## src/hw/rtl/rbtp_pkg.sv

```systemverilog
// types and constants of the runtime balancing task picker
// no dependencies
`timescale 1ns / 1ps

package rbtp_pkg;

  localparam int NUM_TASKS_DEF = 16;
  localparam int MAX_RESULTS   = 16;
  localparam int CNT_W         = $clog2(MAX_RESULTS + 1);
  localparam logic [31:0] ALL_ONES = 32'hFFFF_FFFF;

  typedef enum logic [1:0] {
    OP_WRITE  = 2'd0,
    OP_REPORT = 2'd1,
    OP_PASS   = 2'd2
  } op_t;

  localparam logic [1:0] SLOT_RUNNING = 2'd1;
  localparam logic [1:0] SLOT_WAITING = 2'd2;

  localparam logic [1:0] RSN_NOTIFY = 2'd0;
  localparam logic [1:0] RSN_TIMER  = 2'd1;
  localparam logic [1:0] RSN_LEAST  = 2'd2;
  localparam logic [1:0] RSN_NONE   = 2'd3;

  typedef struct packed {
    logic [1:0]  mode;
    logic [3:0]  task_index;
    logic [1:0]  new_task_mode;
    logic        new_notify;
    logic [31:0] new_period;
    logic [31:0] now;
    logic [31:0] measured_time;
  } in_item_t;

  typedef struct packed {
    logic [3:0] run_index;
    logic [1:0] run_reason;
    logic       last_of_pass;
  } out_item_t;

  typedef struct packed {
    logic [1:0]  mode;
    logic        notify;
    logic [31:0] period;
    logic [31:0] start;
    logic [31:0] total;
    logic [31:0] last;
  } entry_t;

  typedef enum logic [2:0] {
    ST_IDLE,
    ST_RMW,
    ST_WALK,
    ST_PICK,
    ST_LAST
  } state_t;

endpackage

```

## src/hw/rtl/runtime_balancing_task_picker.sv

```systemverilog
// runtime balancing task picker: slot table in one memory, walked per pass
// depends on rbtp_pkg
`timescale 1ns / 1ps

// channel | dir | handshake        | payload
// in_     | in  | in_valid/ready   | in_item_t  (write, report, pass)
// out_    | out | out_valid/ready  | out_item_t (one per chosen slot, or one empty item if none)
//
// write and report: a read then a write of one table entry
// pass: walk, pick and last states; the walk reads one entry per cycle through the
// memory port and holds while a finished result cannot move to the output register
// rst_n clears control and the per-entry valid bits; unwritten entries read zero
// one item at a time: in_ready is high only in the idle state

module runtime_balancing_task_picker
  import rbtp_pkg::*;
#(
  parameter int NUM_TASKS = NUM_TASKS_DEF
) (
  input  logic      clk,
  input  logic      rst_n,
  input  logic      in_valid,
  output logic      in_ready,
  input  in_item_t  in_data,
  output logic      out_valid,
  input  logic      out_ready,
  output out_item_t out_data
);

  localparam int IDX_W = (NUM_TASKS > 1) ? $clog2(NUM_TASKS) : 1;

  entry_t mem [NUM_TASKS];
  logic [NUM_TASKS-1:0] vld_r, vld_nxt;

  state_t state_r, state_nxt;
  in_item_t item_r;
  entry_t rdata_r;
  logic rvld_r;
  logic rd_en;
  logic [IDX_W-1:0] rd_addr;
  logic wr_en;
  logic [IDX_W-1:0] wr_addr;
  entry_t wr_data;

  logic [IDX_W-1:0] idx_r, idx_nxt;
  logic [CNT_W-1:0] cnt_r, cnt_nxt;
  logic [31:0] least_r, least_nxt;
  logic [IDX_W-1:0] pick_r, pick_nxt;
  logic have_r, have_nxt;
  logic ovf_r, ovf_nxt;
  logic pend_vld_r, pend_vld_nxt;
  out_item_t pend_r, pend_nxt;
  logic out_vld_r, out_vld_nxt;
  out_item_t out_r, out_nxt;

  entry_t ent;
  logic [31:0] tot;
  logic [31:0] elapsed;
  logic [32:0] sum;
  logic is_notify, is_timer, is_run, room, res_new, out_free, blocked;
  logic idx_ok;

  assign in_ready  = (state_r == ST_IDLE);
  assign out_valid = out_vld_r;
  assign out_data  = out_r;

  // unwritten entries read as the reset value
  assign ent      = rvld_r ? rdata_r : '0;
  assign tot      = ovf_r ? ent.last : ent.total;
  assign elapsed  = item_r.now - ent.start;
  assign sum      = {1'b0, ent.total} + {1'b0, item_r.measured_time};
  assign room     = (cnt_r != CNT_W'(MAX_RESULTS));
  assign out_free = !out_vld_r || out_ready;
  assign idx_ok   = (32'(in_data.task_index) < NUM_TASKS);

  assign is_notify = (ent.mode == SLOT_WAITING) && ent.notify;
  assign is_timer  = (ent.mode == SLOT_WAITING) && !ent.notify &&
                     (ent.period != '0) && (elapsed > ent.period);
  assign is_run    = (ent.mode == SLOT_RUNNING) && (tot < least_r);

  always_ff @(posedge clk) begin
    if (wr_en) begin
      mem[wr_addr] <= wr_data;
    end
    if (rd_en) begin
      rdata_r <= mem[rd_addr];
      rvld_r  <= vld_r[rd_addr];
    end
  end

  always_ff @(posedge clk) begin
    if (!rst_n) begin
      state_r    <= ST_IDLE;
      vld_r      <= '0;
      ovf_r      <= 1'b0;
      pend_vld_r <= 1'b0;
      out_vld_r  <= 1'b0;
      cnt_r      <= '0;
      have_r     <= 1'b0;
      idx_r      <= '0;
    end else begin
      state_r    <= state_nxt;
      vld_r      <= vld_nxt;
      ovf_r      <= ovf_nxt;
      pend_vld_r <= pend_vld_nxt;
      out_vld_r  <= out_vld_nxt;
      cnt_r      <= cnt_nxt;
      have_r     <= have_nxt;
      idx_r      <= idx_nxt;
    end
  end

  always_ff @(posedge clk) begin
    if (in_valid && in_ready) begin
      item_r <= in_data;
    end
    least_r <= least_nxt;
    pick_r  <= pick_nxt;
    pend_r  <= pend_nxt;
    out_r   <= out_nxt;
  end

  always_comb begin
    state_nxt    = state_r;
    vld_nxt      = vld_r;
    ovf_nxt      = ovf_r;
    pend_vld_nxt = pend_vld_r;
    pend_nxt     = pend_r;
    out_vld_nxt  = out_vld_r && !out_ready;
    out_nxt      = out_r;
    cnt_nxt      = cnt_r;
    have_nxt     = have_r;
    least_nxt    = least_r;
    pick_nxt     = pick_r;
    idx_nxt      = idx_r;
    rd_en        = 1'b0;
    rd_addr      = idx_r;
    wr_en        = 1'b0;
    wr_addr      = idx_r;
    wr_data      = ent;
    res_new      = 1'b0;
    blocked      = 1'b0;

    unique case (state_r)
      ST_IDLE: begin
        if (in_valid) begin
          unique case (in_data.mode) inside
            OP_WRITE, OP_REPORT: begin
              if (idx_ok) begin
                rd_en     = 1'b1;
                rd_addr   = IDX_W'(in_data.task_index);
                idx_nxt   = IDX_W'(in_data.task_index);
                state_nxt = ST_RMW;
              end
            end
            OP_PASS: begin
              rd_en     = 1'b1;
              rd_addr   = '0;
              idx_nxt   = '0;
              cnt_nxt   = '0;
              have_nxt  = 1'b0;
              least_nxt = ALL_ONES;
              state_nxt = ST_WALK;
            end
            default: ;
          endcase
        end
      end

      ST_RMW: begin
        wr_en = 1'b1;
        vld_nxt[idx_r] = 1'b1;
        if (item_r.mode == OP_WRITE) begin
          wr_data.mode   = item_r.new_task_mode;
          wr_data.notify = item_r.new_notify;
          wr_data.period = item_r.new_period;
          wr_data.start  = item_r.now;
        end else begin
          wr_data.last  = item_r.measured_time;
          wr_data.total = sum[31:0];
          if (sum[32]) begin
            ovf_nxt = 1'b1;
          end
        end
        state_nxt = ST_IDLE;
      end

      ST_WALK: begin
        res_new = (is_notify || is_timer) && room;
        blocked = res_new && pend_vld_r && !out_free;
        if (!blocked) begin
          wr_en = 1'b1;
          vld_nxt[idx_r] = 1'b1;
          wr_data.total = tot;
          if (is_timer && room) begin
            wr_data.start = item_r.now;
          end
          if (res_new) begin
            if (pend_vld_r) begin
              out_vld_nxt = 1'b1;
              out_nxt     = pend_r;
            end
            pend_vld_nxt          = 1'b1;
            pend_nxt.run_index    = 4'(idx_r);
            pend_nxt.run_reason   = is_notify ? RSN_NOTIFY : RSN_TIMER;
            pend_nxt.last_of_pass = 1'b0;
            cnt_nxt               = cnt_r + 1'b1;
          end
          if (is_run) begin
            least_nxt = tot;
            pick_nxt  = idx_r;
            have_nxt  = 1'b1;
          end
          if (idx_r == IDX_W'(NUM_TASKS - 1)) begin
            state_nxt = ST_PICK;
          end else begin
            rd_en   = 1'b1;
            rd_addr = idx_r + 1'b1;
            idx_nxt = idx_r + 1'b1;
          end
        end
      end

      ST_PICK: begin
        res_new = have_r && room;
        blocked = res_new && pend_vld_r && !out_free;
        if (!blocked) begin
          if (res_new) begin
            if (pend_vld_r) begin
              out_vld_nxt = 1'b1;
              out_nxt     = pend_r;
            end
            pend_vld_nxt          = 1'b1;
            pend_nxt.run_index    = 4'(pick_r);
            pend_nxt.run_reason   = RSN_LEAST;
            pend_nxt.last_of_pass = 1'b0;
          end
          state_nxt = ST_LAST;
        end
      end

      ST_LAST: begin
        if (out_free) begin
          out_vld_nxt = 1'b1;
          if (pend_vld_r) begin
            out_nxt = pend_r;
          end else begin
            out_nxt.run_index  = '0;
            out_nxt.run_reason = RSN_NONE;
          end
          out_nxt.last_of_pass = 1'b1;
          pend_vld_nxt = 1'b0;
          ovf_nxt      = 1'b0;
          state_nxt    = ST_IDLE;
        end
      end

      default: state_nxt = ST_IDLE;
    endcase
  end

endmodule

```

## config.mk

```make
export PLATFORM = sky130hd
export DESIGN_NAME = runtime_balancing_task_picker
export DESIGN_NICKNAME = d
export VERILOG_FILES = /design/src/hw/rtl/rbtp_pkg.sv /design/src/hw/rtl/runtime_balancing_task_picker.sv
export SDC_FILE = /design/constraint.sdc
export NUM_CORES = 2
export LEC_CHECK = 0
export BUFFER_PORTS_ARGS = -buffer_cell sky130_fd_sc_hd__buf_2
export CORE_ASPECT_RATIO = 2
export CORE_MARGIN = 10
export CORE_UTILIZATION = 55
export DETAILED_ROUTE_END_ITERATION = 16
export PLACE_DENSITY = 0.74
export RECOVER_POWER = 100
export SLEW_MARGIN = 20
export SYNTH_ARGS = -nofsm -noshare
export SYNTH_HDL_FRONTEND = slang
export SYNTH_SLANG_ARGS = --single-unit
```

## constraint.sdc

```tcl
create_clock -name clk -period 21.4 [get_ports clk]
set_input_delay 2.14 -clock clk [delete_from_list [all_inputs] [get_ports clk]]
set_output_delay 2.14 -clock clk [all_outputs]
set_load 0.01 [all_outputs]
```

==> results.ini <==
[clock_network]
clk_pin_slew_worst_paths_ps = 70
cts_root_buf = clkbuf_16
cts_buffer_depth = 4
clk-insertion-delay-late_ps = 860
cts-resized-gates = 0
cts_tree = built
ctsHoldBuffers = 0
cts_num_sinks = 2410
numCtsBuffers = 201
postCtsSetupBuffers = 0
cts_max_level = 4

[grt]
grt_pass1_vias = 65800
track_usage_pct = 28.40
antenna_found_initial = 7
grt_overflow_total = 0
grt_pass1_wl_um = 420800
grt_start_max_net_pins = 196

[critical_path]
cp.arrival_ps = 17080
critPathSlowestCell = clkbuf_1
crit_type = flop to flop
max_stage_delay_ps = 2510
worstSetupStartpointType = flop
endpoint_kind = flop
critPathMaxFanout = 107
r2r_cells = 28
required_ps = 21790

[timing]
fin_crit_sh_pct = 78.01
final-setup-viol-count = 0
report.final.slew_viol_count = 3011
tns_ps = 0
relSlewSlack_pct = -235.1
fmax_ghz = 0.05990
period_minus_slack_ps = 16690
fin_skew_ps = 35.33
rsz0062_at_grt = false
worstMarginPinSlew_ps = 5027
hold_viol = 0
timing.hold.ws_ps = 466.7

[floorplan]
die_h_um = 621.0
core-area_um2 = 179700
initial_core_util_pct = 55.26
die_area_um2 = 199000
fp.dieW_um = 320.5
ios = 118
rows = 220

[placement]
port_buffers = 117
placed_cell_area_um2 = 102500
dp.final_hpwl_um = 157000
globalplace.congestion = 0.9650

[power]
p_per_area_nw_per_um2 = 111.7
ir_drop_v = 0.00006557
power_leakage_nw = 37.39
power_mw = 12.08

[worst_hold_path]
hold_class = flop to flop
min_path_cells = 2

[synth]
syn-mean-instance-area_um2 = 13.05
yosysWarnings = 0
yosysSeqAreaShare_pct = 72.54
async_flop_share_pct = 0
synth_cell_types = 74
ys_seq_elements = 2410
synth-main-ff-cell = edfxtp_1
syn_inst = 7611
syn_nets = 7855
synth_area_um2 = 99330
synth_edf_count = 2378

[run_status]
status = finished, violations left
violations = max-capacitance violations, max-slew violations

[routing]
routed-via-count = 66530
drt_iter0_drc = 8896
drtPass1Iterations = 6
drt-vias-per-instance = 6.582
routed_wl_um = 288200
wire_per_inst_um = 28.51
detail-route-antenna-nets = 0
drc = 0

[cells_and_area]
fillers = 13370
final_util_pct = 60.19
nets = 7860
fin_area_um2 = 108200
drive_above_1_share_pct = 6.379
final_common_cell = edfxtp_1
layout_common_cells = edfxtp_1 (2,378), nand2_1 (1,980), nand3_1 (393), a31oi_1 (273), a21oi_1 (269)
area_growth_pct = 8.912

[flow_run]
cap_violations = 89

==> critical path, delay by kind of cell, from the launching register on <==
family / cells / cell delay [ps]
AOI/OAI and AO/OA: 12 / 3370
adders and majority gates: 2 / 630
and+or+nand+nor: 9 / 5270
DFF: 1 / 370
xor gates and xnor gates: 1 / 150
buffers and inverters: 4 / 6210
==> Yosys cell counts, types with 108 or more instances <==
cell type	number	area, um2
nor2_1	108	405.4
a31oi_1	273	1708
nand3_1	393	1967
edfxtp_1	2378	71410
o21ai_0	137	685.7
a211oi_1	250	1877
and3_1	263	1645
nand2_1	1983	7443
ha_1	133	1664
nor3_1	149	745.7
a32oi_1	156	1366
a21oi_1	268	1341
buf_2	196	980.9
clkbuf_1	265	994.7
==> logic make-up after synthesis <==
family | Yosys count | synth area share (%)
buffers and inverters | 589 | 2.518
xor gates and xnor gates | 58 | 0.5114
AOI/OAI and AO/OA | 1320 | 8.758
adders and majority gates | 135 | 1.716
DFF | 2410 | 72.54
and+or+nand+nor | 3038 | 13.25
muxes | 61 | 0.7092
==> power breakdown <==
part	internal (mW)	total (mW)	switching, mW
sequential	5.77	5.92	0.144
clock	2.00	3.66	1.66
combinational	0.692	2.50	1.81
==> worst paths after layout <==
check	startpoint	endpoint	slack (ps)
hold / removal	vld_r[0]	vld_r[0]	470
setup / recovery	rvld_r	mem[7][20]	4710
hold reg to reg	vld_r[0]	vld_r[0]	470
setup reg to reg	rvld_r	mem[7][20]	4710
==> per-layer routing <==
layer  GRT usage [%]  up-vias  part of all wire (%)
met2           48.62     4338                    49
met5               0        -                     0
met4           17.85        0                   7.3
met1           33.61    32730                    34
li1                -    28390                     -
met3           4.044     1079                   9.7
==> flip-flops by register name, indices dropped and copies added (netlist names), 3 cells and up <==
name,count
mem,2096
rdata_r,131
item_r,101
least_r,32
vld_r,16
out_data,7
pend_r,6
cnt_r,5
idx_r,4
pick_r,4
state_r,3
==> stage by stage <==
stage / setup slack (ps) / std cells
floorplan: 992.4 / 7611
global placement: 9303 / 9740
detailed placement: 9029 / 9741
CTS: 9013 / 10100
global route: 4317 / 10110
finish: 4707 / 10110
==> cell type report <==
| class | instances | area [um2] | area share (%) |
|---|---|---|---|
| flip-flops and latches | 2410 | 72050 | 66.60 |
| multi-input cells | 4612 | 24880 | 23.00 |
| clock buffers | 252 | 5326 | 4.924 |
| well taps | 2331 | 2917 | 2.696 |
| repair buffers | 300 | 1579 | 1.460 |
| clock inverters | 110 | 1079 | 0.9970 |
| inverters | 91 | 342.8 | 0.3169 |
| diodes | 3 | 7.507 | 0.006939 |
Note: power is estimated with default switching activity, not from simulation.
